$ cat config.mk
export PLATFORM = sky130hd
export DESIGN_NAME = mbr_queue
export DESIGN_NICKNAME = d
export VERILOG_FILES = /design/src/rtl/mbr_pkg.sv /design/src/rtl/mbr_queue.sv
export SDC_FILE = /design/constraint.sdc
export NUM_CORES = 1
export LEC_CHECK = 0
export BUFFER_PORTS_ARGS = -buffer_cell sky130_fd_sc_hd__buf_4
export CORE_ASPECT_RATIO = 0.75
export CORE_MARGIN = 2
export CORE_UTILIZATION = 40
export CTS_CLUSTER_DIAMETER = 100
export DETAILED_ROUTE_END_ITERATION = 8
export HOLD_SLACK_MARGIN = 0.05
export PLACE_DENSITY_LB_ADDON = 0.12
export SLEW_MARGIN = 20
export SYNTH_ARGS = -nofsm -noshare
export SYNTH_HDL_FRONTEND = slang
export SYNTH_SLANG_ARGS = --single-unit
$ cat constraint.sdc
create_clock -name i_clk -period 6 [get_ports i_clk]
set_clock_uncertainty 0.15 [all_clocks]
set_input_delay 1.2 -clock i_clk [delete_from_list [all_inputs] [get_ports i_clk]]
set_output_delay 1.2 -clock i_clk [all_outputs]
set_load 0.02 [all_outputs]
$ cat src/rtl/mbr_pkg.sv
// ----------------------------------------------------------------------------
// mbr_pkg
// Shared constants, types and helpers for the minimum barrier raster pass.
// ----------------------------------------------------------------------------
package mbr_pkg;

    localparam int FEAT_W       = 8;
    localparam int DIST_W       = 17;
    localparam int BND_W        = 8;
    localparam int CFG_IDX_W    = 1;
    localparam int CFG_DATA_W   = 10;
    localparam int SIZE_W       = 13;
    localparam int MAX_SIZE_DEF = 512;
    localparam int QUEUE_DEPTH  = 2;
    localparam int MIN_SIZE     = 3;

    localparam logic [CFG_IDX_W-1:0]  REG_FRAME_WIDTH  = 1'd0;
    localparam logic [CFG_IDX_W-1:0]  REG_FRAME_HEIGHT = 1'd1;
    localparam logic [CFG_DATA_W-1:0] SIZE_RESET       = 10'd512;

    typedef struct packed {
        logic interior;
        logic frame_end;
    } t_ctl;

    localparam int CTL_W = $bits(t_ctl);
    // feature, dist, lower, upper, control; the column index sits above these
    localparam int PIX_W = FEAT_W + DIST_W + 2 * BND_W + CTL_W;

    // last index in use: size clamped to [MIN_SIZE, hi], minus one
    function automatic logic [SIZE_W-1:0] f_last_index(
        input logic [CFG_DATA_W-1:0] v,
        input logic [SIZE_W-1:0]     hi
    );
        logic [SIZE_W-1:0] ve;
        ve = SIZE_W'(v);
        if (ve < SIZE_W'(MIN_SIZE)) begin
            return SIZE_W'(MIN_SIZE - 1);
        end else if (ve > hi) begin
            return hi - SIZE_W'(1);
        end else begin
            return ve - SIZE_W'(1);
        end
    endfunction

endpackage

$ cat src/rtl/mbr_queue.sv
// ----------------------------------------------------------------------------
// mbr_queue
// Short register FIFO between the classifier and the update datapath.
// ----------------------------------------------------------------------------
module mbr_queue
    import mbr_pkg::*;
#(
    parameter int WIDTH = PIX_W
) (
    input  logic             i_clk,
    input  logic             i_rst_n,
    input  logic             i_push,
    input  logic [WIDTH-1:0] i_push_data,
    output logic             o_full,
    input  logic             i_pop,
    output logic             o_valid,
    output logic [WIDTH-1:0] o_data
);

    localparam int PTR_W = $clog2(QUEUE_DEPTH);
    localparam int CNT_W = $clog2(QUEUE_DEPTH + 1);

    logic [WIDTH-1:0] r_buf [QUEUE_DEPTH];
    logic [PTR_W-1:0] r_wr_ptr;
    logic [PTR_W-1:0] r_rd_ptr;
    logic [CNT_W-1:0] r_count;

    assign o_full  = r_count == CNT_W'(QUEUE_DEPTH);
    assign o_valid = r_count != '0;
    assign o_data  = r_buf[r_rd_ptr];

    always_ff @(posedge i_clk) begin
        if (i_push) begin
            r_buf[r_wr_ptr] <= i_push_data;
        end
    end

    always_ff @(posedge i_clk) begin
        if (!i_rst_n) begin
            r_wr_ptr <= '0;
            r_rd_ptr <= '0;
            r_count  <= '0;
        end else begin
            if (i_push) begin
                r_wr_ptr <= (r_wr_ptr == PTR_W'(QUEUE_DEPTH - 1)) ? '0 : r_wr_ptr + PTR_W'(1);
            end
            if (i_pop) begin
                r_rd_ptr <= (r_rd_ptr == PTR_W'(QUEUE_DEPTH - 1)) ? '0 : r_rd_ptr + PTR_W'(1);
            end
            case ({i_push, i_pop})
                2'b10:   r_count <= r_count + CNT_W'(1);
                2'b01:   r_count <= r_count - CNT_W'(1);
                default: ;
            endcase
        end
    end

endmodule

==> flow_summary.html <==
<table>
<tr><th>Metric</th><th>Value</th></tr>
<tr><th colspan="2">Clock network</th></tr>
<tr><td>Post-CTS repair timing setup buffer count</td><td>0</td></tr>
<tr><td>Number of sinks driven by the clock tree</td><td>91</td></tr>
<tr><td>Resize count post-CTS</td><td>0</td></tr>
<tr><td>Clock root buffer</td><td>sky130_fd_sc_hd__clkbuf_8</td></tr>
<tr><td>Htree depth</td><td>3</td></tr>
<tr><td>TritonCTS clock tree</td><td>done</td></tr>
<tr><td>Maximum root-to-sink buffer count</td><td>2</td></tr>
<tr><td>Clock-pin slew on the worst setup and hold paths</td><td>0.08 ns</td></tr>
<tr><td>Clock buffer count from CTS</td><td>9</td></tr>
<tr><td>CTS Hold Bufs</td><td>0</td></tr>
<tr><td>Worst skew pair latency</td><td>0.35 ns</td></tr>
<tr><th colspan="2">Synthesis</th></tr>
<tr><td>Warnings from Yosys</td><td>0</td></tr>
<tr><td>Syn Nets</td><td>204</td></tr>
<tr><td>Post-synthesis cell count</td><td>156</td></tr>
<tr><td>Portion of the post-synthesis area used by sequential elements</td><td>81.0%</td></tr>
<tr><td>Cell area after synthesis</td><td>0.00331 mm²</td></tr>
<tr><td>Mean area per synthesized cell</td><td>21.2 µm²</td></tr>
<tr><td>Count of different cell masters after synthesis</td><td>17</td></tr>
<tr><td>Total of flip-flops plus latches after synthesis</td><td>91</td></tr>
<tr><th colspan="2">STA</th></tr>
<tr><td>Part of the cycle the worst path needs</td><td>51.0%</td></tr>
<tr><td>Final setup TNS</td><td>0 ns</td></tr>
<tr><td>Tightest Pin Transition</td><td>0.616 ns</td></tr>
<tr><td>Final number of max-transition violations</td><td>0</td></tr>
<tr><td>Setup repair after global routing missed its margin</td><td>false</td></tr>
<tr><td>Upper clock frequency limit</td><td>327 MHz</td></tr>
<tr><td>Minimum clock period after layout</td><td>3.06 ns</td></tr>
<tr><td>Post-route setup slack</td><td>2.94 ns</td></tr>
<tr><td>Slew margin rel.</td><td>58.9%</td></tr>
<tr><td>Count of endpoints failing setup in the final report</td><td>0</td></tr>
<tr><td>Total count of hold-check failures in the final report</td><td>0</td></tr>
<tr><th colspan="2">Setup path</th></tr>
<tr><td>Startpoint class of the critical path</td><td>register</td></tr>
<tr><td>Capturing element type of the critical path</td><td>primary output</td></tr>
<tr><td>Peak per-stage delay on the critical path</td><td>0.74 ns</td></tr>
<tr><td>Slowest CP cell</td><td>sky130_fd_sc_hd__dfxtp_4</td></tr>
<tr><td>Class of the most critical setup path</td><td>register to primary output</td></tr>
<tr><td>Data arrival time at the worst-slack endpoint</td><td>1.71 ns</td></tr>
<tr><td>Worst-path fanout max</td><td>43</td></tr>
<tr><td>Endpoint required time on the critical path</td><td>4.65 ns</td></tr>
<tr><td>Critical path cell sequence</td><td>mux2_2, buf_4</td></tr>
<tr><th colspan="2">Global route</th></tr>
<tr><td>Top Usage Layer GRT</td><td>met2</td></tr>
<tr><td>Fraction of met2 tracks used by global routing</td><td>19.2%</td></tr>
<tr><td>Remaining Overflow, GRT</td><td>0</td></tr>
<tr><td>Pin count of the biggest net entering global routing</td><td>44</td></tr>
<tr><td>Initial antenna violation count</td><td>0</td></tr>
<tr><td>First-pass GRT wire length</td><td>8.16 mm</td></tr>
<tr><td>Total global-route track usage</td><td>12.7%</td></tr>
<tr><td>Global routing met1 resource utilization</td><td>16.1%</td></tr>
<tr><td>Met3 usage</td><td>6.64%</td></tr>
<tr><td>Vias in the first global route</td><td>1703</td></tr>
<tr><th colspan="2">Placement</th></tr>
<tr><td>Post-DP Area</td><td>0.00412 mm²</td></tr>
<tr><td>Port Buf Inserts</td><td>91</td></tr>
<tr><td>Pre-CTS setup slack</td><td>2.97 ns</td></tr>
<tr><td>DP HPWL</td><td>3.47 mm</td></tr>
<tr><td>Weighted congestion at the end of routability-driven global placement</td><td>0.672</td></tr>
<tr><th colspan="2">Cells and area</th></tr>
<tr><td>Filler cells</td><td>658</td></tr>
<tr><td>Nets@finish</td><td>302</td></tr>
<tr><td>Area delta synth-&gt;final</td><td>30.7%</td></tr>
<tr><td>Inserted Diodes</td><td>0</td></tr>
<tr><td>Area of the multi-input gates</td><td>609 µm²</td></tr>
<tr><td>Sequential Area</td><td>0.00269 mm²</td></tr>
<tr><td>Post-route cell area</td><td>0.00433 mm²</td></tr>
<tr><td>Share of post-route cells with drive strength above 1</td><td>58.7%</td></tr>
<tr><td>Final core utilization</td><td>54.4%</td></tr>
<tr><th colspan="2">Drt</th></tr>
<tr><td>Length of the first detailed-routing pass in iterations</td><td>4</td></tr>
<tr><td>DRC violations left</td><td>0</td></tr>
<tr><td>DR vias/cell</td><td>4.64</td></tr>
<tr><td>1st-iter DRT viols</td><td>65</td></tr>
<tr><td>Via Count</td><td>1690</td></tr>
<tr><td>Post-route antenna net violation count</td><td>0</td></tr>
<tr><td>Wirelength, routed</td><td>5.60 mm</td></tr>
<tr><td>Wirelength per Cell</td><td>15.4 µm</td></tr>
<tr><th colspan="2">Power and ir drop</th></tr>
<tr><td>Comb power frac</td><td>13.5%</td></tr>
<tr><td>Maximum ir drop on the vdd rail</td><td>0.000169 V</td></tr>
<tr><td>Leakage power</td><td>1.61 nW</td></tr>
<tr><td>Clock network fraction of total power</td><td>31.3%</td></tr>
<tr><td>Total power of the final layout</td><td>1.36 mW</td></tr>
<tr><td>Sw Pwr</td><td>299 µW</td></tr>
<tr><td>Fraction of power consumed by sequential logic</td><td>55.2%</td></tr>
<tr><td>Power density normalized to cell area</td><td>315 mW/mm²</td></tr>
<tr><td>P_int</td><td>1.06 mW</td></tr>
<tr><td>Switching part of the total power</td><td>22.0%</td></tr>
<tr><th colspan="2">Worst hold path</th></tr>
<tr><td>Class of the tightest hold or removal check</td><td>register to register</td></tr>
<tr><th colspan="2">Run status</th></tr>
<tr><td>Run status</td><td>completed</td></tr>
<tr><th colspan="2">Floorplanning</th></tr>
<tr><td>Core Box Area</td><td>0.00795 mm²</td></tr>
<tr><td>Horizontal extent of the die</td><td>109 µm</td></tr>
<tr><td>Die ar.</td><td>0.00903 mm²</td></tr>
<tr><td>Vert. Die Dim</td><td>82.8 µm</td></tr>
<tr><td>Initial cell density of the core</td><td>41.6%</td></tr>
<tr><td>Io pins</td><td>92</td></tr>
<tr><td>Number of placement rows</td><td>28</td></tr>
<tr><th colspan="2">Run</th></tr>
<tr><td>Max-cap check violation count</td><td>0</td></tr>
</table>
[power groups by stage]
stage          combinational (mW)  sequential [mW]  clock (mW)
2_1_floorplan               0.110            0.753           0
3_3_place_gp                0.185            0.767           0
4_1_cts                     0.187            0.753       0.440
3_5_place_dp                0.186            0.767           0
6_report                    0.183            0.752       0.426
5_1_grt                     0.196            0.756       0.466
[layout make-up]
class / count / share of cell area (%)
clock buffers: 13 / 3.21
clock inverters: 3 / 1.50
inverters: 1 / 0.0868
multi-input cells: 59 / 14.1
flip-flops and latches: 91 / 62.1
well taps: 105 / 3.04
repair buffers: 92 / 16.0
[worst paths after layout]
path | startpoint | end | slack [ns] | depth (start not counted)
hold reg to reg | r_count[1] | r_count[1] | 0.36 | 2
hold / removal | r_count[1] | r_count[1] | 0.36 | 2
setup reg to reg | r_wr_ptr | r_buf[0][31] | 4.20 | 2
setup / recovery | register | o_data[35] | 2.94 | 2
[synth_stat cells]
library cell | instances | share of area [%]
sky130_fd_sc_hd__a21boi_1 | 1 | 0.23
sky130_fd_sc_hd__and2_1 | 4 | 0.76
sky130_fd_sc_hd__and2b_2 | 1 | 0.26
sky130_fd_sc_hd__buf_2 | 5 | 0.76
sky130_fd_sc_hd__dfxtp_1 | 5 | 3.0
sky130_fd_sc_hd__edfxtp_1 | 86 | 78
sky130_fd_sc_hd__ha_1 | 1 | 0.38
sky130_fd_sc_hd__inv_1 | 1 | 0.11
sky130_fd_sc_hd__mux2_2 | 43 | 15
sky130_fd_sc_hd__nor2_1 | 1 | 0.11
sky130_fd_sc_hd__nor2b_1 | 1 | 0.19
sky130_fd_sc_hd__o21a_1 | 1 | 0.23
sky130_fd_sc_hd__o21ai_0 | 1 | 0.15
sky130_fd_sc_hd__or2_2 | 1 | 0.19
sky130_fd_sc_hd__or3_1 | 1 | 0.19
sky130_fd_sc_hd__xnor2_1 | 2 | 0.53
sky130_fd_sc_hd__xor2_1 | 1 | 0.26
[worst max-delay path, delay by kind of cell, from the launching register on]
kind     cells  cell delay [ns]
buf+inv      1             0.16
mux          1             0.42
flops        1             0.74
[cell usage in the layout (no fill, tap or decap), types with 2 or more instances in the layout]
| cell type | instances |
|---|---|
| sky130_fd_sc_hd__clkbuf_8 | 9 |
| sky130_fd_sc_hd__xnor2_1 | 2 |
| sky130_fd_sc_hd__buf_4 | 92 |
| sky130_fd_sc_hd__clkbuf_1 | 4 |
| sky130_fd_sc_hd__bufinv_16 | 2 |
| sky130_fd_sc_hd__mux2_2 | 43 |
| sky130_fd_sc_hd__dfxtp_1 | 4 |
| sky130_fd_sc_hd__edfxtp_1 | 86 |
| sky130_fd_sc_hd__and2_1 | 3 |
[cell families after synthesis]
kind of cell | after synthesis | synth area share (%)
flip-flops | 91 | 81.0
multiplexers | 43 | 14.6
AND/OR/NAND/NOR | 9 | 1.70
buffers and inverters | 6 | 0.869
AO/OA/AOI/OAI | 3 | 0.605
XOR/XNOR | 3 | 0.794
adder cells (fa/ha/maj) | 1 | 0.378
[metrics by stage]
stage / instances / hold slack (ns)
after floorplan: 156 / 0.311
after global routing: 364 / 0.445
final: 364 / 0.361
after detailed placement: 348 / 0.346
after global placement: 348 / 0.347
after CTS: 364 / 0.362
[registers in the layout, indices dropped and copies added (netlist names), named ones only]
name,count
r_wr_ptr,1
r_buf,86
r_count,2
r_rd_ptr,1
[metal layers]
| layer | share of wire, % | vias to the layer above | routed length, µm |
|---|---|---|---|
| met5 | 0 | - | 0 |
| met3 | 9.1 | 6 | 509 |
| li1 | - | 796 | - |
| met1 | 45 | 824 | 2520 |
| met2 | 45 | 64 | 2530 |
| met4 | 0.68 | 0 | 38 |
No activity file was read; power rests on OpenSTA's default activity.
