File: config.mk
export PLATFORM = sky130hd
export DESIGN_NAME = mbr_front
export DESIGN_NICKNAME = d
export VERILOG_FILES = /design/src/rtl/mbr_pkg.sv /design/src/rtl/mbr_front.sv
export SDC_FILE = /design/constraint.sdc
export NUM_CORES = 1
export LEC_CHECK = 0
export ABC_AREA = 1
export BUFFER_PORTS_ARGS = -buffer_cell sky130_fd_sc_hd__buf_2
export CAP_MARGIN = 20
export CORE_MARGIN = 10
export CORE_UTILIZATION = 55
export CTS_BUF_LIST = sky130_fd_sc_hd__clkbuf_4 sky130_fd_sc_hd__clkbuf_8
export CTS_CLUSTER_DIAMETER = 40
export DETAILED_ROUTE_END_ITERATION = 10
export GPL_TIMING_DRIVEN = 0
export MAX_ROUTING_LAYER = met4
export PLACE_DENSITY = 0.88
export SETUP_SLACK_MARGIN = 0.05
export SYNTH_ARGS = -nofsm -noshare
export SYNTH_HDL_FRONTEND = slang
export SYNTH_SLANG_ARGS = --single-unit
File: constraint.sdc
create_clock -name i_clk -period 2.4 [get_ports i_clk]
set_input_delay 0.12 -clock i_clk [delete_from_list [all_inputs] [get_ports i_clk]]
set_output_delay 0.12 -clock i_clk [all_outputs]
set_load 0.02 [all_outputs]
File: src/rtl/mbr_pkg.sv
// ----------------------------------------------------------------------------
// mbr_pkg
// Shared constants, types and helpers for the minimum barrier raster pass.
// ----------------------------------------------------------------------------
package mbr_pkg;

    localparam int FEAT_W       = 8;
    localparam int DIST_W       = 17;
    localparam int BND_W        = 8;
    localparam int CFG_IDX_W    = 1;
    localparam int CFG_DATA_W   = 10;
    localparam int SIZE_W       = 13;
    localparam int MAX_SIZE_DEF = 512;
    localparam int QUEUE_DEPTH  = 2;
    localparam int MIN_SIZE     = 3;

    localparam logic [CFG_IDX_W-1:0]  REG_FRAME_WIDTH  = 1'd0;
    localparam logic [CFG_IDX_W-1:0]  REG_FRAME_HEIGHT = 1'd1;
    localparam logic [CFG_DATA_W-1:0] SIZE_RESET       = 10'd512;

    typedef struct packed {
        logic interior;
        logic frame_end;
    } t_ctl;

    localparam int CTL_W = $bits(t_ctl);
    // feature, dist, lower, upper, control; the column index sits above these
    localparam int PIX_W = FEAT_W + DIST_W + 2 * BND_W + CTL_W;

    // last index in use: size clamped to [MIN_SIZE, hi], minus one
    function automatic logic [SIZE_W-1:0] f_last_index(
        input logic [CFG_DATA_W-1:0] v,
        input logic [SIZE_W-1:0]     hi
    );
        logic [SIZE_W-1:0] ve;
        ve = SIZE_W'(v);
        if (ve < SIZE_W'(MIN_SIZE)) begin
            return SIZE_W'(MIN_SIZE - 1);
        end else if (ve > hi) begin
            return hi - SIZE_W'(1);
        end else begin
            return ve - SIZE_W'(1);
        end
    endfunction

endpackage

File: src/rtl/mbr_front.sv
// ----------------------------------------------------------------------------
// mbr_front
// Size registers, scan position tracking and pixel classification.
// ----------------------------------------------------------------------------
module mbr_front
    import mbr_pkg::*;
#(
    parameter int MAX_WIDTH  = MAX_SIZE_DEF,
    parameter int MAX_HEIGHT = MAX_SIZE_DEF
) (
    input  logic                                  i_clk,
    input  logic                                  i_rst_n,
    input  logic                                  i_cfg_we,
    input  logic [CFG_IDX_W-1:0]                  i_cfg_addr,
    input  logic [CFG_DATA_W-1:0]                 i_cfg_data,
    input  logic                                  i_valid,
    input  logic [PIX_W-CTL_W-1:0]                i_data,
    output logic                                  o_ready,
    input  logic                                  i_full,
    output logic                                  o_push,
    output logic [PIX_W+$clog2(MAX_WIDTH)-1:0]    o_push_data
);

    localparam int CW = $clog2(MAX_WIDTH);
    localparam int RW = $clog2(MAX_HEIGHT);
    localparam logic [SIZE_W-1:0] MAXW = SIZE_W'(MAX_WIDTH);
    localparam logic [SIZE_W-1:0] MAXH = SIZE_W'(MAX_HEIGHT);

    logic [SIZE_W-1:0] r_col_last;
    logic [SIZE_W-1:0] r_row_last;
    logic [CW-1:0]     r_col, n_col;
    logic [RW-1:0]     r_row, n_row;
    logic              accept;
    logic              last_col;
    logic              last_row;
    t_ctl              ctl;

    assign o_ready  = !i_full;
    assign accept   = i_valid && !i_full;
    assign last_col = SIZE_W'(r_col) >= r_col_last;
    assign last_row = SIZE_W'(r_row) >= r_row_last;

    always_comb begin
        ctl.frame_end = last_row && last_col;
        ctl.interior  = !(r_row == '0 || last_row || r_col == '0 || last_col);
        n_col = r_col;
        n_row = r_row;
        if (last_col) begin
            n_col = '0;
            n_row = last_row ? '0 : r_row + RW'(1);
        end else begin
            n_col = r_col + CW'(1);
        end
    end

    always_ff @(posedge i_clk) begin
        if (!i_rst_n) begin
            r_col_last <= f_last_index(SIZE_RESET, MAXW);
            r_row_last <= f_last_index(SIZE_RESET, MAXH);
            r_col      <= '0;
            r_row      <= '0;
        end else begin
            if (i_cfg_we) begin
                case (i_cfg_addr)
                    REG_FRAME_WIDTH:  r_col_last <= f_last_index(i_cfg_data, MAXW);
                    REG_FRAME_HEIGHT: r_row_last <= f_last_index(i_cfg_data, MAXH);
                    default: ;
                endcase
            end
            if (accept) begin
                r_col <= n_col;
                r_row <= n_row;
            end
        end
    end

    assign o_push      = accept;
    assign o_push_data = {r_col, ctl, i_data};

endmodule

==> out/qor.yml, run 1 <==
power_leakage_nw: 2.08
grt.total_usage_pct: 17.9
crit_path_end_kind: "primary output"
cts_max_path_buffers: 2
syn_area_sq_um: 2980
whs_ns: 0.165
cts_setup_buffers: 0
fp.dieArea_sq_um: 8770
clock_latency_ns: 0.30
cts_root_buffer: "clkbuf_8"
required_ns: 2.28
layout-drive-gt1-share_pct: 25.7
std_cell_rows: 26
die_h_um: 93.6
ys_warn_count: 0
grt_overflow: 0
seq_area_frac_synth_pct: 26.8
vias: 3027
grt_pass1_wl_mm: 12.7
pin_count: 111
antenna_found_initial: 0
areaGrowthSynthToFinish_pct: 17.7
worstMarginPinSlew_ns: 0.466
cellPowerDensity_nw_per_um2: 425
syn_inst: 445
antennaDiodeCount: 0
clock-sinks: 40
nets: 601
wl_per_cell_um: 13.2
finalWeightedCongestion: 0.864
peakVddDrop_v: 0.000237
ys_types: 31
numCtsBuffers: 5
drc: 0
ctsHtreeMaxLevel: 2
crit_fanout: 7
hold_viol: 0
holdPathStages: 3
setup_viol: 0
crit_path_start_kind: "flip-flop"
ys_ff_latch: 40
pre_cts_ws_ns: 0.455
slew_viol_final: 0
fin_ws_ns: 0.193
min_period_ns: 2.21
setup_tns_ns: 0
port_buffers: 68
drt-pass1-iter-count: 5
ctsHoldBuffers: 0
cap_violations: 0
drt_iter0_markers: 196
fin_crit_sh_pct: 92.0
outcome: "completed"
grt_pass1_vias: 2900
initial_core_util_pct: 57.7
reg2regPathDepth: 10
wl_met1_mm: 3.06
finClkSkew_ns: 0.00522
grt_max_degree: 13
core_area_sq_um: 5170
hpwl_mm: 6.49
routed_wl_mm: 7.80
critical_path_class: "reg -> out"
cts_tree: "done"
slew_headroom_pct: 68.9
cts_resized: 0
rsz0062_at_grt: "false"
syn_avg_cell_area_sq_um: 6.70
final_util_pct: 67.9
p_total_mw: 1.49
die_w_um: 93.6
syn_nets: 526
path_clk_slew_ns: 0.08
clock.fmax_mhz: 453
vias_per_cell: 5.12
route.met2.wl_mm: 3.82
routed.top_layer: "met4"
ant_nets: 0
crit_arrival_ns: 2.09
dr_wl_met3_um: 752
worstHoldPathType: "in -> reg"
==> critical path, cell delays in order (launching register included) <==
cell     delay, ns
dfxtp_1       0.49
ha_1          0.32
a21oi_1       0.21
nand3_1       0.12
nand2_1       0.11
nand3_4       0.12
nor3b_1       0.22
buf_2         0.20
==> power by group <==
| part | switching [mW] | internal, mW |
|---|---|---|
| clock network | 0.241 | 0.229 |
| logic | 0.185 | 0.131 |
| registers | 0.0161 | 0.689 |
==> worst paths after layout <==
| kind | from | end | slack (ns) |
|---|---|---|---|
| hold / removal | i_rst_n | r_col_last[11] | 0.17 |
| setup / recovery | r_col[4] | o_push_data[42] | 0.19 |
| hold reg to reg | r_row_last[8] | r_row_last[8] | 0.48 |
| setup reg to reg | r_col[4] | r_row[4] | 0.50 |
==> Yosys cell counts <==
cell	count	share of area (%)
o211ai_1	4	1.0
xor2_1	7	2.1
o21ai_0	8	1.3
nand4_2	1	0.42
nand3_1	33	5.5
nand2_4	1	0.38
a31oi_1	6	1.3
buf_2	1	0.17
inv_1	63	7.9
nor2_1	54	6.8
nor2_4	3	1.1
nand4_1	9	1.9
nand3_4	1	0.59
xnor2_1	2	0.59
nor3_1	7	1.2
or2_2	1	0.21
nand2_2	2	0.42
nor4_1	1	0.21
nor3b_1	4	1.0
clkbuf_1	5	0.63
nor3_2	1	0.34
or2_1	1	0.21
nand2_1	108	14
a21oi_1	10	1.7
nand3b_1	3	0.75
buf_6	1	0.38
buf_4	41	10
ha_1	24	10
nor2_2	2	0.42
nand3b_4	1	0.67
dfxtp_1	40	27
==> layout by cell type, fill, tap and decap left out <==
cell / instances
dfxtp_1: 39
nand2_2: 2
nor3b_1: 4
nand3_2: 1
nand3b_4: 1
nand2_4: 1
nor2_1: 54
nor3_2: 1
nand3b_1: 3
nand3_1: 32
inv_1: 63
dfxtp_2: 1
or2_2: 1
nor4_1: 1
nor2_2: 2
buf_4: 41
clkinv_2: 2
buf_6: 1
xor2_1: 7
a31oi_1: 6
a21oi_1: 10
nand4_2: 1
nand2_1: 108
or2_1: 1
ha_1: 24
xnor2_1: 2
clkbuf_8: 6
nand4_1: 9
clkbuf_1: 5
nand3_4: 1
buf_2: 69
nor3_1: 7
nor2_4: 3
o211ai_1: 4
o21ai_0: 8
==> kinds of logic (layout without fill, tap and decap cells) <==
group / count (synthesis) / in the layout / share of synthesized area [%]
buf+inv: 111 / 187 / 19.4
xor+xnor: 9 / 9 / 2.64
fa+ha+maj: 24 / 24 / 10.1
compound gates: 28 / 28 / 5.29
flops: 40 / 40 / 26.8
simple gates: 233 / 233 / 35.7
==> registers in the layout (all words and copies together) (netlist names) <==
register    cells
r_row           9
r_col_last     11
r_col           9
r_row_last     11
==> stage by stage <==
step / std cells / area, sq um
after floorplan: 445 / 2980
after global placement: 583 / 3410
after detailed placement: 583 / 3410
after CTS: 591 / 3500
after global routing: 591 / 3510
final: 591 / 3510
==> layer usage <==
layer / vias to the layer above / GRT usage, %
met5: - / -
met4: 0 / 7.09
met1: 1347 / 18.4
met2: 137 / 31.2
li1: 1524 / -
met3: 19 / 5.60
==> cell type report <==
| cell class | instances | area [sq um] |
|---|---|---|
| multi-input combinational | 294 | 1610 |
| buffer | 48 | 343 |
| inverter | 63 | 236 |
| tap | 70 | 87.6 |
| timing repair buffer | 68 | 340 |
| clock inverter | 2 | 10.0 |
| fill | 438 | 1660 |
| clock buffer | 6 | 82.6 |
| sequential | 40 | 802 |
(Power assumes the default switching activity.)
==> run 2: changes to the inputs <==
--- a/config.mk
+++ b/config.mk
@@ -15,7 +15,7 @@
 export DETAILED_ROUTE_END_ITERATION = 10
 export GPL_TIMING_DRIVEN = 0
 export MAX_ROUTING_LAYER = met4
-export PLACE_DENSITY = 0.88
+export PLACE_DENSITY = 0.95
 export SETUP_SLACK_MARGIN = 0.05
 export SYNTH_ARGS = -nofsm -noshare
 export SYNTH_HDL_FRONTEND = slang
==> run 2 against run 1 <==
Effect of this change:
- clock skew is 0.0029 ns higher
- sequential power about the same
- first-iteration DRC count up 4.6%
- routed wire length is 1.8% higher
- global-route usage rose by 0.45 points
- utilization grew 0.39 points
- largest cell class unchanged
- largest power group unchanged
==> out/qor.yml, run 2 (synthesis results as in run 1) <==
outcome: "completed"
hpwl_mm: 6.47  # -0.26%
p_clk_share_pct: 35.5  # +4.0 points
finalWeightedCongestion: 0.974  # +13%
p_comb_share_pct: 20.0  # -1.2 points
path_clk_slew_ns: 0.07  # about the same
crit_path_end_kind: "primary output"
die_h_um: 93.6  # unchanged
grt_max_degree: 13  # unchanged
fp.dieArea_sq_um: 8770  # unchanged
vias_per_cell: 5.16  # +0.76%
clock.fmax_mhz: 456  # +0.63%
reg_top3: "r_col_last: 11 flops, r_row_last: 11 flops"
nets: 601  # unchanged
ant_nets: 0  # unchanged
grt.total_usage_pct: 18.4  # +0.45 points
grt_pass1_vias: 3043  # +4.9%
critical_path_class: "reg -> out"
grt_pass1_wl_mm: 13.2  # +3.7%
drt_iter0_markers: 205  # +4.6%
port_buffers: 68  # unchanged
clock-sinks: 40  # unchanged
crit_path_start_kind: "flip-flop"
areaGrowthSynthToFinish_pct: 18.3
p_int_mw: 1.14  # +8.6%
cts_tree: "done"
grtUsageMet2_pct: 31.2  # unchanged
min_period_ns: 2.19  # -0.0138 ns
drt-pass1-iter-count: 5  # unchanged
globalRouteMet1Util_pct: 19.9  # +1.5 points
antennaDiodeCount: 0  # unchanged
setup_tns_ns: 0  # unchanged
cts_max_path_buffers: 2  # unchanged
drc: 0  # unchanged
fin_crit_sh_pct: 91.4  # -0.57 points
hold_viol: 0  # unchanged
die_w_um: 93.6  # unchanged
slew_viol_final: 0  # unchanged
numCtsBuffers: 5  # unchanged
std_cell_rows: 26  # unchanged
cap_violations: 0  # unchanged
crit_arrival_ns: 2.07  # -0.02 ns
peakVddDrop_v: 0.000278  # +17%
crit_fanout: 9  # +2
worstMarginPinSlew_ns: 0.469  # +0.00229 ns
use_met3_pct: 5.44  # -0.16 points
clock_latency_ns: 0.30  # about the same
p_total_mw: 1.58  # +6.2%
antenna_found_initial: 0  # unchanged
grt_overflow: 0  # unchanged
pin_count: 111  # unchanged
pre_cts_ws_ns: 0.399  # -0.0567 ns
setup_viol: 0  # unchanged
slew_headroom_pct: 68.8  # -0.15 points
grt_busiest_layer: "met2"
finClkSkew_ns: 0.00816  # +0.00294 ns
ctsHtreeMaxLevel: 2  # unchanged
fin_ws_ns: 0.206  # +0.0138 ns
sw_frac_of_total_pct: 28.1  # -1.6 points
vias: 3050  # +0.76%
layout-drive-gt1-share_pct: 25.9  # +0.19 points
initial_core_util_pct: 57.7  # unchanged
routed_wl_mm: 7.94  # +1.8%
required_ns: 2.28  # about the same
power_leakage_nw: 2.09  # +0.39%
final_common_cell: "nand2_1"
pwr-share-seq_pct: 44.5  # -2.8 points
cts_root_buffer: "clkbuf_8"
power_switching_mw: 0.445  # +0.60%
ctsHoldBuffers: 0  # unchanged
cellPowerDensity_nw_per_um2: 449  # +5.6%
worstHoldPathType: "in -> reg"
wl_per_cell_um: 13.4  # +1.8%
final_cell_mix: "nand2_1 (108), buf_2 (69), inv_1 (63)"
rsz0062_at_grt: "false"
core_area_sq_um: 5170  # unchanged
==> run 2: cell type report <==
class	instances	area [sq um]
inverters	63	236
fillers	394	1640
clock buffers	6	76.3
multi-input cells	294	1610
repair buffers	68	340
well taps	70	87.6
flip-flops and latches	40	803
plain buffers	48	343
clock inverters	2	35.0
==> run 2: final timing paths <==
kind / start / end / slack [ns] / cells past startpoint
worst max-delay path: r_row_last[4] / o_push_data[42] / 0.21 / 10
worst max register to register: r_col[2] / r_row[2] / 0.56 / 12
worst min-delay path: i_rst_n / r_col_last[11] / 0.15 / 3
worst min register to register: r_col_last[5] / r_col_last[5] / 0.48 / 2
==> run 2: timing repair <==
| action | CTS | global route |
|---|---|---|
| endpoints found under the setup margin | 0 | 2 |
| resized for setup | 0 | 3 |
| buffers inserted | 0 | 0 |
==> run 2: through the flow <==
stage	utilization [%]	instance area [sq um]	instances	hold slack [ns]
global placement	65.9	3410	583	0.447
finish	68.2	3530	591	0.154
floorplan	-	2980	445	0.298
detailed placement	65.9	3410	583	0.457
global route	68.2	3530	591	0.191
CTS	68.1	3520	591	0.154
==> run 2: worst max-delay path: stages (launching register included) <==
cell and delay (ns):
dfxtp_1 0.35, inv_1 0.05, ha_1 0.32, nand2_1 0.09, nor2_1 0.05, nand2_1 0.06, nand3_1 0.07, nand2_1 0.15
nand3_2 0.20, nor3b_1 0.24, buf_2 0.20
==> run 2: power by group through the flow <==
stage | Sequential, mW | Combinational, mW | Clock [mW]
3_5_place_dp | 0.720 | 0.316 | 0
3_3_place_gp | 0.719 | 0.307 | 0
5_1_grt | 0.708 | 0.354 | 0.582
4_1_cts | 0.705 | 0.318 | 0.567
2_1_floorplan | 0.719 | 0.224 | 0
6_report | 0.705 | 0.317 | 0.563
==> run 2: metal layers <==
layer	vias to the layer above	routed length, um
li1	1513	-
met1	1359	3250
met2	161	3760
met3	17	780
met4	0	159
met5	-	0
==> run 3: changes to the inputs <==
--- a/config.mk
+++ b/config.mk
@@ -6,13 +6,13 @@
 export NUM_CORES = 1
 export LEC_CHECK = 0
 export ABC_AREA = 1
-export BUFFER_PORTS_ARGS = -buffer_cell sky130_fd_sc_hd__buf_2
 export CAP_MARGIN = 20
 export CORE_MARGIN = 10
-export CORE_UTILIZATION = 55
+export CORE_UTILIZATION = 70
 export CTS_BUF_LIST = sky130_fd_sc_hd__clkbuf_4 sky130_fd_sc_hd__clkbuf_8
 export CTS_CLUSTER_DIAMETER = 40
 export DETAILED_ROUTE_END_ITERATION = 10
+export DONT_BUFFER_PORTS = 1
 export GPL_TIMING_DRIVEN = 0
 export MAX_ROUTING_LAYER = met4
 export PLACE_DENSITY = 0.95
==> run 3 against run 2 <==
Effect of this change:
- count of clock-buffer cells in the layout down 1
- hold slack got worse by 0.090 ns
- sequential share of layout area up 2.5 points
- global-route usage is 2.1 points higher
- critical path depth is 2 lower
- setup slack better by 0.0017 ns
- utilization increased by 10 points
- sequential cell count unchanged
- via count shrank 9.0%
==> out/qor.yml, run 3 (synthesis results as in run 1) <==
setup_viol: 0  # unchanged
crit_arrival_ns: 2.07  # about the same
fin_crit_sh_pct: 91.3  # about the same
layout-drive-gt1-share_pct: 15.0  # -11 points
slew_headroom_pct: 70.0  # +1.3 points
p_total_mw: 1.54  # -3.1%
numCtsBuffers: 5  # unchanged
crit_path_max_incr_delay_ns: 0.58  # +0.23 ns
path_clk_slew_ns: 0.08  # about the same
final_util_pct: 78.4  # +10 points
wl_per_cell_um: 15.1  # +12%
drc: 0  # unchanged
cts_root_buffer: "clkbuf_8"
drt-pass1-iter-count: 4  # -1
worstMarginPinSlew_ns: 0.450  # -0.0190 ns
pin_count: 111  # unchanged
routed_wl_mm: 7.60  # -4.4%
finClkSkew_ns: 0.00627  # -0.00189 ns
rsz0062_at_grt: "false"
cp_num_cells: 8  # -2
grt_overflow: 0  # unchanged
cts_max_path_buffers: 2  # unchanged
setup_tns_ns: 0  # unchanged
critical_path_class: "reg -> out"
final_common_cell: "nand2_1"
clock.fmax_mhz: 456  # about the same
grt_max_degree: 14  # +1
reg_top3: "r_col_last: 11 flops, r_row_last: 11 flops"
slew_viol_final: 0  # unchanged
worstHoldPathType: "in -> reg"
peakVddDrop_v: 0.000379  # +37%
cap_violations: 0  # unchanged
fp.dieArea_sq_um: 7270  # -17%
hpwl_mm: 6.04  # -6.7%
grt_pass1_vias: 2724  # -10%
drt_iter0_markers: 136  # -34%
use_met3_pct: 7.36  # +1.9 points
vias_per_cell: 5.51  # +6.9%
cts_tree: "done"
crit_path_frequent_cell: "nand2_1"
areaGrowthSynthToFinish_pct: 6.71
grt_busiest_layer: "met2"
core_area_sq_um: 4060  # -22%
cts_setup_buffers: 0  # unchanged
grt_pass1_wl_mm: 12.5  # -5.5%
cellPowerDensity_nw_per_um2: 482  # +7.4%
grt.total_usage_pct: 20.5  # +2.1 points
die_w_um: 85.3  # -8.9%
crit_fanout: 7  # -2
clock-sinks: 40  # unchanged
holdPathStages: 3  # unchanged
ant_nets: 0  # unchanged
finalWeightedCongestion: 0.900  # -7.5%
crit_path_end_kind: "primary output"
min_period_ns: 2.19  # -0.00171 ns
critPathTopFamily: "simple AND/OR/NAND/NOR gates"
antennaDiodeCount: 0  # unchanged
nets: 533  # -11%
ctsHtreeMaxLevel: 2  # unchanged
std_cell_rows: 23  # -12%
n_fill_cell: 310  # -21%
clock_latency_ns: 0.30  # about the same
required_ns: 2.28  # about the same
final_cell_mix: "nand2_1 (108), inv_1 (63), nor2_1 (54)"
timing.critical_path.buf_inv: 1  # -1
worst_path_max_delay_cell: "dfxtp_1"
initial_core_util_pct: 73.5  # +16 points
power_leakage_nw: 1.80  # -14%
vias: 2774  # -9.0%
die_h_um: 85.3  # -8.9%
outcome: "completed"
reg2regPathDepth: 10  # -2
globalRouteMet1Util_pct: 23.1  # +3.2 points
whs_ns: 0.0641  # -0.0901 ns
antenna_found_initial: 0  # unchanged
port_buffers: 0  # -100%
crit_chain: "ha_1 -> nand2_1 -> inv_1 -> nand2_1 -> nand3_1 -> nand2_1 -> nand3_4 -> nor3b_4"
crit_path_start_kind: "flip-flop"
hold_viol: 0  # unchanged
grtUsageMet2_pct: 34.2  # +3.0 points
run 3: repair_timing:
item | in CTS | in global routing
setup endpoints to repair | 1 | 2
hold buffers | 0 | 0
pin swaps | 0 | 1
gates resized for setup | 2 | 4
run 3: where the power goes:
group          total, mW  internal [mW]  switching (mW)
Sequential         0.709          0.689          0.0196
Combinational      0.265         0.0997           0.166
Clock              0.561          0.308           0.253
run 3: final timing paths:
path,from,to,slack [ns]
hold reg to reg,r_col_last[7],r_col_last[7],0.48
setup reg to reg,r_col[3],r_col[1],0.37
hold / removal,i_full,r_col[0],0.06
setup / recovery,r_col[3],o_push_data[42],0.21
run 3: area by class of cell:
cell class	instances	area, sq um	area share, %
multi-input cells	294	1630	51.1
flip-flops and latches	40	803	25.2
plain buffers	48	343	10.8
inverters	63	236	7.43
clock buffers	5	68.8	2.16
well taps	50	62.6	1.97
clock inverters	3	42.5	1.34
run 3: through the flow:
step / setup slack, ns / cells / area (sq um)
2_1_floorplan: 0.425 / 445 / 2980
3_3_place_gp: 0.191 / 495 / 3050
3_5_place_dp: 0.156 / 495 / 3050
4_1_cts: 0.0789 / 503 / 3170
5_1_grt: 0.0694 / 503 / 3180
6_report: 0.208 / 503 / 3180
run 3: worst register-to-register path, cell delays in order, from the launching register on:
cell     delay (ns)
dfxtp_1        0.58
ha_1           0.33
nand2_1        0.09
inv_1          0.05
nand2_1        0.07
nand3_1        0.08
nand2_1        0.10
nand3_4        0.14
nand2_4        0.14
nand2_2        0.14
nor3_1         0.22
run 3: routing by layer:
metal	up-vias	routed length (um)	share of wire, %
met1	1261	3150	41
met5	-	0	0
met4	0	40	0.53
li1	1383	-	-
met3	5	740	9.7
met2	125	3670	48
