--- config.mk ---
export PLATFORM = sky130hd
export DESIGN_NAME = mbr_back
export DESIGN_NICKNAME = d
export VERILOG_FILES = /design/src/rtl/mbr_pkg.sv /design/src/rtl/mbr_back.sv
export SDC_FILE = /design/constraint.sdc
export NUM_CORES = 1
export LEC_CHECK = 0
export BUFFER_PORTS_ARGS = -buffer_cell sky130_fd_sc_hd__buf_2
export CORE_MARGIN = 2
export CORE_UTILIZATION = 30
export CTS_CLUSTER_SIZE = 10
export DETAILED_ROUTE_END_ITERATION = 12
export GPL_TIMING_DRIVEN = 0
export HOLD_SLACK_MARGIN = 0.08
export PLACE_DENSITY = 0.57
export SLEW_MARGIN = 20
export SYNTH_ARGS = -nofsm -noshare
export SYNTH_HDL_FRONTEND = slang
export SYNTH_SLANG_ARGS = --single-unit
--- constraint.sdc ---
create_clock -name i_clk -period 8.8 [get_ports i_clk]
set_clock_uncertainty 0.2 [all_clocks]
set_input_delay 0.88 -clock i_clk [delete_from_list [all_inputs] [get_ports i_clk]]
set_output_delay 0.88 -clock i_clk [all_outputs]
set_load 0.1 [all_outputs]
--- src/rtl/mbr_pkg.sv ---
// ----------------------------------------------------------------------------
// mbr_pkg
// Shared constants, types and helpers for the minimum barrier raster pass.
// ----------------------------------------------------------------------------
package mbr_pkg;

    localparam int FEAT_W       = 8;
    localparam int DIST_W       = 17;
    localparam int BND_W        = 8;
    localparam int CFG_IDX_W    = 1;
    localparam int CFG_DATA_W   = 10;
    localparam int SIZE_W       = 13;
    localparam int MAX_SIZE_DEF = 512;
    localparam int QUEUE_DEPTH  = 2;
    localparam int MIN_SIZE     = 3;

    localparam logic [CFG_IDX_W-1:0]  REG_FRAME_WIDTH  = 1'd0;
    localparam logic [CFG_IDX_W-1:0]  REG_FRAME_HEIGHT = 1'd1;
    localparam logic [CFG_DATA_W-1:0] SIZE_RESET       = 10'd512;

    typedef struct packed {
        logic interior;
        logic frame_end;
    } t_ctl;

    localparam int CTL_W = $bits(t_ctl);
    // feature, dist, lower, upper, control; the column index sits above these
    localparam int PIX_W = FEAT_W + DIST_W + 2 * BND_W + CTL_W;

    // last index in use: size clamped to [MIN_SIZE, hi], minus one
    function automatic logic [SIZE_W-1:0] f_last_index(
        input logic [CFG_DATA_W-1:0] v,
        input logic [SIZE_W-1:0]     hi
    );
        logic [SIZE_W-1:0] ve;
        ve = SIZE_W'(v);
        if (ve < SIZE_W'(MIN_SIZE)) begin
            return SIZE_W'(MIN_SIZE - 1);
        end else if (ve > hi) begin
            return hi - SIZE_W'(1);
        end else begin
            return ve - SIZE_W'(1);
        end
    endfunction

endpackage

--- src/rtl/mbr_back.sv ---
// ----------------------------------------------------------------------------
// mbr_back
// Line buffer lookup, barrier cost compare and bound update, output register.
// ----------------------------------------------------------------------------
module mbr_back
    import mbr_pkg::*;
#(
    parameter int MAX_WIDTH = MAX_SIZE_DEF
) (
    input  logic                                i_clk,
    input  logic                                i_rst_n,
    input  logic                                i_q_valid,
    input  logic [PIX_W+$clog2(MAX_WIDTH)-1:0]  i_q_data,
    output logic                                o_q_pop,
    output logic                                o_rd_en,
    output logic [$clog2(MAX_WIDTH)-1:0]        o_rd_addr,
    input  logic [2*BND_W-1:0]                  i_rd_data,
    output logic                                o_wr_en,
    output logic [$clog2(MAX_WIDTH)-1:0]        o_wr_addr,
    output logic [2*BND_W-1:0]                  o_wr_data,
    output logic                                o_valid,
    input  logic                                i_ready,
    output logic [DIST_W-1:0]                   o_dist,
    output logic [BND_W-1:0]                    o_lower,
    output logic [BND_W-1:0]                    o_upper,
    output logic                                o_frame_end
);

    localparam int CW = $clog2(MAX_WIDTH);

    logic                  r_a_valid;
    logic [PIX_W+CW-1:0]   r_a;
    logic                  load_a;
    logic                  adv;

    logic [BND_W-1:0]      r_left_lo;
    logic [BND_W-1:0]      r_left_hi;

    logic                  r_o_valid;
    logic [DIST_W-1:0]     r_o_dist;
    logic [BND_W-1:0]      r_o_lo;
    logic [BND_W-1:0]      r_o_hi;
    logic                  r_o_end;

    logic [FEAT_W-1:0]     f;
    logic [DIST_W-1:0]     d_in;
    logic [BND_W-1:0]      lo_in;
    logic [BND_W-1:0]      hi_in;
    t_ctl                  ctl;
    logic [CW-1:0]         col;
    logic [BND_W-1:0]      al, au;
    logic [BND_W-1:0]      l_min, l_max, u_min, u_max;
    logic [BND_W-1:0]      cost_l, cost_u;
    logic [DIST_W-1:0]     d1;
    logic [DIST_W-1:0]     n_dist;
    logic [BND_W-1:0]      n_lo, n_hi;
    logic                  win_l, win_u;

    assign adv     = r_a_valid && (!r_o_valid || i_ready);
    assign load_a  = !r_a_valid || adv;
    assign o_q_pop = i_q_valid && load_a;

    assign o_rd_en   = o_q_pop;
    assign o_rd_addr = i_q_data[PIX_W +: CW];

    assign f     = r_a[0 +: FEAT_W];
    assign d_in  = r_a[FEAT_W +: DIST_W];
    assign lo_in = r_a[FEAT_W+DIST_W +: BND_W];
    assign hi_in = r_a[FEAT_W+DIST_W+BND_W +: BND_W];
    assign ctl   = r_a[FEAT_W+DIST_W+2*BND_W +: CTL_W];
    assign col   = r_a[PIX_W +: CW];
    assign al    = i_rd_data[0 +: BND_W];
    assign au    = i_rd_data[BND_W +: BND_W];

    always_comb begin
        l_min  = (f < r_left_lo) ? f : r_left_lo;
        l_max  = (f > r_left_hi) ? f : r_left_hi;
        u_min  = (f < al) ? f : al;
        u_max  = (f > au) ? f : au;
        cost_l = l_max - l_min;
        cost_u = u_max - u_min;
        win_l  = ctl.interior && (DIST_W'(cost_l) < d_in);
        d1     = win_l ? DIST_W'(cost_l) : d_in;
        win_u  = ctl.interior && (DIST_W'(cost_u) < d1);
        n_dist = win_u ? DIST_W'(cost_u) : d1;
        if (win_u) begin
            n_lo = u_min;
            n_hi = u_max;
        end else if (win_l) begin
            n_lo = l_min;
            n_hi = l_max;
        end else begin
            n_lo = lo_in;
            n_hi = hi_in;
        end
    end

    assign o_wr_en   = adv;
    assign o_wr_addr = col;
    assign o_wr_data = {n_hi, n_lo};

    always_ff @(posedge i_clk) begin
        if (o_q_pop) begin
            r_a <= i_q_data;
        end
        if (adv) begin
            r_left_lo <= n_lo;
            r_left_hi <= n_hi;
            r_o_dist  <= n_dist;
            r_o_lo    <= n_lo;
            r_o_hi    <= n_hi;
            r_o_end   <= ctl.frame_end;
        end
    end

    always_ff @(posedge i_clk) begin
        if (!i_rst_n) begin
            r_a_valid <= 1'b0;
            r_o_valid <= 1'b0;
        end else begin
            if (load_a) begin
                r_a_valid <= i_q_valid;
            end
            if (adv) begin
                r_o_valid <= 1'b1;
            end else if (i_ready) begin
                r_o_valid <= 1'b0;
            end
        end
    end

    assign o_valid     = r_o_valid;
    assign o_dist      = r_o_dist;
    assign o_lower     = r_o_lo;
    assign o_upper     = r_o_hi;
    assign o_frame_end = r_o_end;

endmodule

==> flow_metrics.env, run 1 <==
export IMPL_fp_dieH_um=142.0
export IMPL_dpl_hpwl_mm=12.50
export IMPL_regArea_um2=2623
export IMPL_place_congestion=0.8878
export IMPL_area_growth_pct=34.01
export IMPL_yosysWarnings=0
export IMPL_placement_rows=50
export IMPL_grt_max_degree=26
export IMPL_final_nets=836
export IMPL_drt_vias_per_instance=4.832
export IMPL_fillers=1866
export IMPL_grtUsageMet2=0.2532
export IMPL_relSlewSlack=0.4733
export IMPL_antennaDiodeCount=0
export IMPL_min_path_type="reg -> reg"
export IMPL_seq_area_frac_synth=0.4590
export IMPL_mostFrequentLayoutCells="buf_2 (129), edfxtp_1 (86), ha_1 (54)"
export IMPL_min_period_over_period=0.9628
export IMPL_cts_tree="done"
export IMPL_ios=144
export IMPL_clock_fmax_mhz=118.0
export IMPL_report_final_setup_viol=0
export IMPL_ys_flop_type="edfxtp_1"
export IMPL_hold_viol=0
export IMPL_critical_path_top_delay_family="compound AO/OA/AOI/OAI gates"
export IMPL_drt_pre_antenna_iters=5
export IMPL_max_stage_delay_ns=0.68
export IMPL_route_vias_total=4576
export IMPL_antenna_found_initial=0
export IMPL_path_common_cell="ha_1"
export IMPL_grt_pass1_wl_mm=24.36
export IMPL_postCtsHoldBufs=0
export IMPL_cts_sinks=88
export IMPL_setup_tns_ns=0
export IMPL_mostFrequentLayoutCell="buf_2"
export IMPL_maxCapViolCount=0
export IMPL_rrSetupSlack_ns=1.49
export IMPL_synth_async_sr_flop_share=0
export IMPL_worstMarginPinSlew_ns=0.7901
export IMPL_clkTransAtPathRegs_ns=0.07
export IMPL_met3_usage=0.03836
export IMPL_drt_total_wl_mm=16.16
export IMPL_cts_htree_levels=3
export IMPL_crit_required_ns=7.72
export IMPL_ant_nets=0
export IMPL_period_minus_slack_ns=8.473
export IMPL_yosys_area_share_simple=0.1060
export IMPL_routedWlPerCell_um=17.06
export IMPL_synth_edf_count=86
export IMPL_crit_arrival_ns=7.39
export IMPL_path_max_fanout=10
export IMPL_core_area_um2=18710
export IMPL_initial_core_util=0.3054
export IMPL_critPathKind="reg -> out"
export IMPL_multi_input_area_um2=2908
export IMPL_first_iter_violations=301
export IMPL_syn_nets=651
export IMPL_synthMuxAreaShare=0.05278
export IMPL_crit_path_top_delay_cell="or4b_2"
export IMPL_synth_seq_cells=88
export IMPL_cts_buffers_inserted=9
export IMPL_clk_path_buf_depth=2
export IMPL_drive_above_1_share=0.3801
export IMPL_syn_avg_cell_area_um2=10.92
export IMPL_dieArea_um2=20160
export IMPL_syn_area_um2=5713
export IMPL_grt_overflow=0
export IMPL_synth_compound_area_frac=0.1627
export IMPL_critPathCaptureType="output pin"
export IMPL_top_usage_layer="met2"
export IMPL_critPathBufInv=7
export IMPL_synth_top_family_by_area="compound AO/OA/AOI/OAI gates"
export IMPL_drc=0
export IMPL_syn_inst=523
export IMPL_port_buffers=143
export IMPL_slew_violations=0
export IMPL_synth_adder_area_share=0.1297
export IMPL_start_kind="flip-flop"
export IMPL_status="finished clean"
export IMPL_die_w_um=142.0
export IMPL_grt_use_met1=0.2208
export IMPL_track_usage=0.1608
export IMPL_ys_types=58
export IMPL_insertion_delay_ns=0.35
export IMPL_synth_xor_area_share=0.02300
export IMPL_root_buffer="clkbuf_16"
export IMPL_grt_pass1_vias=4319
cell families (layout without fill, tap and decap cells):
logic type / Yosys count / in the layout
AO/OA/AOI/OAI: 135 / 135
AND/OR/NAND/NOR: 119 / 119
flip-flops: 88 / 88
buffers and inverters: 79 / 269
adder cells (fa/ha/maj): 59 / 59
multiplexers: 28 / 28
XOR/XNOR: 15 / 15
stage by stage:
stage	utilization	hold WS [ns]	std cells	cell area, µm²	setup slack (ns)
floorplan	-	0.2003	523	5832	0.009252
global placement	0.3657	0.2093	900	6840	-0.4996
detailed placement	0.3707	0.2213	903	6934	-0.5217
CTS	0.3982	0.2374	927	7448	0.02705
global route	0.4093	0.2567	947	7656	-0.01022
finish	0.4093	0.2326	947	7656	0.3271
timing repair:
action                     in CTS  in global routing
gates resized for setup        46                 23
pin swaps                       4                  5
setup endpoints to repair      16                 16
buffers inserted                9                 20
worst paths after layout:
kind / startpoint / end / cells after the start
worst min register to register: r_a[41] / o_frame_end / 0
worst min-delay path: r_a[41] / o_frame_end / 0
worst max-delay path: o_upper[1] / o_wr_data[12] / 34
worst max register to register: o_upper[1] / o_upper[4] / 33
flip-flops by register name (all words and copies together), names as in the netlist:
register and flops:
o_valid 1, o_dist 17, o_lower 8, r_a_valid 1, o_upper 8, r_a 52, o_frame_end 1
Yosys cell counts, types with 2 or more instances:
| library cell | count | area, µm² |
|---|---|---|
| edfxtp_1 | 86 | 2582 |
| ha_1 | 55 | 688.2 |
| inv_1 | 44 | 165.2 |
| o21ai_0 | 40 | 200.2 |
| nand2_1 | 31 | 116.4 |
| a21oi_1 | 30 | 150.1 |
| nor2_1 | 26 | 97.59 |
| buf_4 | 19 | 142.6 |
| nor2b_1 | 18 | 112.6 |
| mux2i_1 | 16 | 160.2 |
| o211ai_1 | 16 | 120.1 |
| nand2b_1 | 12 | 75.07 |
| clkbuf_1 | 10 | 37.54 |
| mux2_2 | 10 | 112.6 |
| a21o_1 | 9 | 67.56 |
| xnor2_1 | 8 | 70.07 |
| nand3_1 | 7 | 35.03 |
| xor2_1 | 7 | 61.31 |
| and2_1 | 6 | 37.54 |
| nand4_1 | 6 | 37.54 |
| a221oi_1 | 5 | 43.79 |
| buf_2 | 5 | 25.02 |
| a211oi_1 | 4 | 30.03 |
| o21a_1 | 4 | 30.03 |
| and3_1 | 3 | 18.77 |
| nor3_1 | 3 | 15.01 |
| o2111ai_1 | 3 | 26.28 |
| a21boi_0 | 2 | 15.01 |
| a31oi_2 | 2 | 25.02 |
| a31oi_4 | 2 | 42.54 |
| dfxtp_1 | 2 | 40.04 |
| maj3_2 | 2 | 22.52 |
| nor4_1 | 2 | 12.51 |
| o21ai_2 | 2 | 17.52 |
| o21bai_1 | 2 | 15.01 |
| o41a_1 | 2 | 22.52 |
layer usage:
metal / up-vias / part of all wire
li1: 2284 / -
met1: 2136 / 0.47
met2: 139 / 0.46
met3: 17 / 0.060
met4: 0 / 0.015
met5: - / 0
layout make-up:
cell class	count	share of cell area
multi-input combinational	356	0.3798
sequential	88	0.3425
timing repair buffer	175	0.1448
tap	234	0.03824
buffer	34	0.03530
clock buffer	10	0.02991
inverter	44	0.02157
clock inverter	6	0.007844
Power of run 1 is left out: the tool's default activity adds up to more than one toggle a clock period on the data nets, which glitch-free logic cannot reach.
==> inputs of run 2 (changes only) <==
CTS_BUF_LIST = sky130_fd_sc_hd__clkbuf_8   (was not set)
==> run 2 against run 1 <==
Compared with the run above:
- global-route usage hardly changed
- core utilization is 0.51 points lower
- hold slack better by 0.0068 ns
- maximum frequency is 0.49% higher
- register-to-register slack better by 0.07 ns
- critical path depth is 1 lower
- critical endpoint unchanged
- highest routed layer unchanged
==> flow_metrics.env, run 2 (synthesis gave the netlist of run 1 again) <==
export IMPL_route_vias_total=4602
export IMPL_cts_tree="done"
export IMPL_dieArea_um2=20160
export IMPL_ant_nets=0
export IMPL_placement_rows=50
export IMPL_antenna_found_initial=0
export IMPL_start_kind="flip-flop"
export IMPL_place_congestion=0.8878
export IMPL_fillers=1862
export IMPL_rr_startpoint="r_a[6]"
export IMPL_postCtsHoldBufs=0
export IMPL_path_common_cell="ha_1"
export IMPL_rrSetupSlack_ns=1.56
export IMPL_relSlewSlack=0.4457
export IMPL_cts_sinks=88
export IMPL_grt_pass1_wl_mm=24.38
export IMPL_grt_overflow=0
export IMPL_grt_setup_unrepaired="false"
export IMPL_initial_core_util=0.3054
export IMPL_area_growth_pct=32.35
export IMPL_period_minus_slack_ns=8.431
export IMPL_critPathCaptureType="output pin"
export IMPL_antennaDiodeCount=0
export IMPL_dpl_hpwl_mm=12.50
export IMPL_clock_fmax_mhz=118.6
export IMPL_mostFrequentLayoutCells="buf_2 (128), edfxtp_1 (86), ha_1 (54)"
export IMPL_crit_arrival_ns=7.35
export IMPL_setup_tns_ns=0
export IMPL_grt_max_degree=26
export IMPL_crit_reg2reg_capture="o_upper[4]"
export IMPL_status="finished clean"
export IMPL_hold_viol=0
export IMPL_hold_depth=0
export IMPL_holdCritStartpoint="r_a[41]"
export IMPL_clk_path_buf_depth=2
export IMPL_ios=144
export IMPL_drc=0
export IMPL_crit_required_ns=7.72
export IMPL_first_iter_violations=284
export IMPL_report_final_setup_viol=0
export IMPL_cts_buffers_inserted=9
export IMPL_max_stage_delay_ns=0.68
export IMPL_critPathKind="reg -> out"
export IMPL_largest_reg_flops=52
export IMPL_crit_path_top_delay_cell="or4b_2"
export IMPL_regMostFlops="r_a"
export IMPL_drive_above_1_share=0.3801
export IMPL_die_w_um=142.0
export IMPL_whs_endpoint="o_frame_end"
export IMPL_min_period_over_period=0.9581
export IMPL_maxCapViolCount=0
export IMPL_drt_pre_antenna_iters=4
export IMPL_drt_vias_per_instance=4.860
export IMPL_clkTransAtPathRegs_ns=0.10
export IMPL_slew_violations=0
export IMPL_cts_htree_levels=3
export IMPL_grt_pass1_vias=4363
export IMPL_insertion_delay_ns=0.38
export IMPL_drt_total_wl_mm=15.97
export IMPL_mostFrequentLayoutCell="buf_2"
export IMPL_core_area_um2=18710
export IMPL_track_usage=0.1605
export IMPL_worstMarginPinSlew_ns=0.8314
export IMPL_regArea_um2=2623
export IMPL_port_buffers=143
export IMPL_min_path_type="reg -> reg"
export IMPL_multi_input_area_um2=2908
export IMPL_root_buffer="clkbuf_8"
export IMPL_reg2reg_depth=32
export IMPL_path_max_fanout=19
export IMPL_fp_dieH_um=142.0
export IMPL_final_nets=836
export IMPL_routedWlPerCell_um=16.86
run 2: cell types whose count changed in the layout (fill, tap and decap cells not counted), sizes merged:
cell  delta
buf      -1
inv      +1
run 2: through the flow:
stage	utilization	setup WS (ns)	cell area, µm²	std cells	hold slack [ns]
finish	0.4042	0.3686	7561	947	0.2394
global route	0.4042	0.004108	7561	947	0.2638
CTS	0.3940	0.004428	7370	930	0.2440
detailed placement	0.3707	-0.5217	6934	903	0.2213
global placement	0.3657	-0.4996	6840	900	0.2093
floorplan	-	0.009252	5832	523	0.2003
run 2: worst max-delay path: cells and delay by family (launching register included):
family	cells	cell delay, ns
adders and majority gates	6	1.37
AOI/OAI and AO/OA	10	1.55
DFF	1	0.51
buffers and inverters	7	1.13
and+or+nand+nor	7	1.59
muxes	3	0.78
run 2: layout make-up:
| class | instances | area share |
|---|---|---|
| buffer | 33 | 0.03508 |
| clock buffer | 9 | 0.01638 |
| clock inverter | 7 | 0.008440 |
| inverter | 44 | 0.02184 |
| multi-input combinational | 356 | 0.3846 |
| sequential | 88 | 0.3468 |
| tap | 234 | 0.03872 |
| timing repair buffer | 176 | 0.1481 |
run 2: timing repair:
item	in CTS	in global routing
buffers inserted	12	18
endpoints found under the setup margin	16	16
pin swaps	6	4
endpoints found under the hold margin	0	0
resized for setup	46	23
run 2: layer usage:
layer  up-vias  global-route usage  wire length, µm
li1       2290                   -                -
met4         0             0.04842              268
met2       139              0.2515             7297
met1      2153              0.2205             7353
met3        20             0.03836             1050
met5         -                   0                0
run 2: how the worst max path moves through the flow:
| stage | from | depth (start not counted) | to | slack, ns |
|---|---|---|---|---|
| 4_1_cts | r_a[1] | 33 | o_wr_data[12] | 0.004 |
| 3_5_place_dp | o_lower[1] | 30 | o_wr_data[11] | -0.52 |
| 3_3_place_gp | r_a[1] | 29 | o_wr_data[11] | -0.50 |
| 5_1_grt | r_a[1] | 34 | o_wr_data[12] | 0.004 |
| 6_report | r_a[6] | 33 | o_wr_data[12] | 0.37 |
| 2_1_floorplan | o_lower[1] | 31 | o_wr_data[2] | 0.009 |
Power of run 2 is left out for the same reason.
==> inputs of run 3 (changes only) <==
CORE_ASPECT_RATIO = 1.1   (was not set)
REMOVE_ABC_BUFFERS = 1   (was not set)
==> run 3 against run 2 <==
Compared with the run above:
- final area is 1.6% lower
- maximum frequency decreased by 0.94%
- clock-buffer cell count did not move
- via count up 0.17%
- first-iteration DRC count down 18%
- critical path depth shrank 3
==> flow_metrics.env, run 3 (synthesis gave the netlist of run 1 again) <==
export IMPL_dpl_hpwl_mm=12.14
export IMPL_largest_reg_flops=52
export IMPL_status="finished clean"
export IMPL_max_stage_delay_ns=0.56
export IMPL_report_final_setup_viol=0
export IMPL_area_growth_pct=30.29
export IMPL_hold_depth=0
export IMPL_grt_pass1_wl_mm=24.88
export IMPL_insertion_delay_ns=0.38
export IMPL_grt_setup_unrepaired="false"
export IMPL_postCtsHoldBufs=0
export IMPL_clkTransAtPathRegs_ns=0.09
export IMPL_critPathKind="reg -> out"
export IMPL_place_ws_ns=-0.8974
export IMPL_cts_tree="done"
export IMPL_start_kind="flip-flop"
export IMPL_cts_sinks=88
export IMPL_ios=144
export IMPL_cts_htree_levels=3
export IMPL_clock_fmax_mhz=117.5
export IMPL_track_usage=0.1623
export IMPL_grt_overflow=0
export IMPL_root_buffer="clkbuf_8"
export IMPL_whs_endpoint="o_frame_end"
export IMPL_mostFrequentLayoutCells="buf_2 (127), edfxtp_1 (86), ha_1 (53)"
export IMPL_clk_path_buf_depth=2
export IMPL_cts_buffers_inserted=9
export IMPL_ant_nets=0
export IMPL_worstMarginPinSlew_ns=0.7599
export IMPL_rrSetupSlack_ns=1.49
export IMPL_path_max_fanout=25
export IMPL_path_common_cell="ha_1"
export IMPL_placement_rows=52
export IMPL_drc=0
export IMPL_port_buffers=143
export IMPL_rr_startpoint="o_lower[1]"
export IMPL_initial_core_util=0.3081
export IMPL_min_path_type="reg -> reg"
export IMPL_crit_reg2reg_capture="o_lower[0]"
export IMPL_die_w_um=135.6
export IMPL_grt_pass1_vias=4813
export IMPL_core_area_um2=18540
export IMPL_final_nets=814
export IMPL_route_vias_total=4610
export IMPL_holdCritStartpoint="r_a[41]"
export IMPL_place_congestion=0.9327
export IMPL_slew_violations=0
export IMPL_fp_dieH_um=148.7
export IMPL_drt_vias_per_instance=4.946
export IMPL_crit_required_ns=7.72
export IMPL_min_period_over_period=0.9672
export IMPL_hold_viol=0
export IMPL_regMostFlops="r_a"
export IMPL_timing_final_ws_setup_ns=0.2883
export IMPL_antennaDiodeCount=0
export IMPL_dieArea_um2=20160
export IMPL_drt_pre_antenna_iters=4
export IMPL_reg2reg_depth=29
export IMPL_grt_max_degree=26
export IMPL_crit_path_top_delay_cell="or4b_4"
export IMPL_period_minus_slack_ns=8.512
export IMPL_drive_above_1_share=0.3643
export IMPL_first_iter_violations=232
export IMPL_routedWlPerCell_um=17.63
export IMPL_crit_arrival_ns=7.43
export IMPL_relSlewSlack=0.4934
export IMPL_drt_total_wl_mm=16.43
export IMPL_maxCapViolCount=0
export IMPL_antenna_found_initial=0
export IMPL_mostFrequentLayoutCell="buf_2"
export IMPL_critPathCaptureType="output pin"
run 3: cell count changes in the layout (fill, tap and decap cells not counted), moves of 3 or more:
cell / previous run / this run
a21oi_1: 29 / 25
clkbuf_8: 12 / 9
o21ai_4: 8 / 2
buf_6: 18 / 8
a21oi_2: 1 / 5
buf_4: 48 / 40
o21ai_0: 28 / 32
clkbuf_1: 6 / 0
run 3: worst max path at each step:
| stage | startpoint | end | slack [ns] | depth (start not counted) |
|---|---|---|---|---|
| floorplan | o_lower[1] | o_wr_data[1] | -3.07 | 26 |
| global placement | r_a[1] | o_wr_data[4] | -2.95 | 24 |
| detailed placement | r_a[7] | o_wr_data[4] | -0.90 | 31 |
| CTS | r_a[1] | o_wr_data[0] | 0.09 | 31 |
| global route | r_a[1] | o_wr_data[0] | 0.008 | 29 |
| finish | o_lower[1] | o_wr_data[9] | 0.29 | 30 |
run 3: worst max-delay path, delay by kind of cell, from the launching register on:
| kind | cells | cell delay, ns |
|---|---|---|
| AOI/OAI and AO/OA | 9 | 1.85 |
| muxes | 3 | 0.78 |
| DFF | 1 | 0.48 |
| adders and majority gates | 6 | 1.36 |
| buffers and inverters | 6 | 1.00 |
| and+or+nand+nor | 6 | 1.55 |
run 3: what timing repair did:
action / CTS / global route
endpoints found under the setup margin: 16 / 16
gates cloned: 2 / 2
pin swaps: 8 / 6
setup buffers: 24 / 11
resized for setup: 46 / 25
run 3: stage by stage:
step	std cells	utilization	setup TNS, ns	area [µm²]	hold WS [ns]
3_3_place_gp	874	0.3514	-86.18	6516	0.2065
3_5_place_dp	879	0.3608	-12.67	6690	0.2200
6_report	932	0.4014	0	7443	0.2361
5_1_grt	932	0.4014	0	7443	0.2444
4_1_cts	919	0.3894	0	7221	0.2408
2_1_floorplan	488	-	-131.04	5497	0.2003
run 3: final cells by class:
| class | instances | area (µm²) |
|---|---|---|
| fill | 1851 | 11100 |
| multi-input combinational | 358 | 2923 |
| sequential | 88 | 2623 |
| timing repair buffer | 185 | 1254 |
| tap | 243 | 304.0 |
| inverter | 44 | 165.2 |
| clock buffer | 9 | 123.9 |
| clock inverter | 5 | 51.30 |
run 3: metal layers:
metal,global-route usage,routed length [µm],up-vias
li1,-,-,2248
met1,0.2013,7184,2183
met2,0.2773,8049,155
met3,0.03126,815,24
met4,0.06563,384,0
met5,0,0,-
Power of run 3 is left out for the same reason.
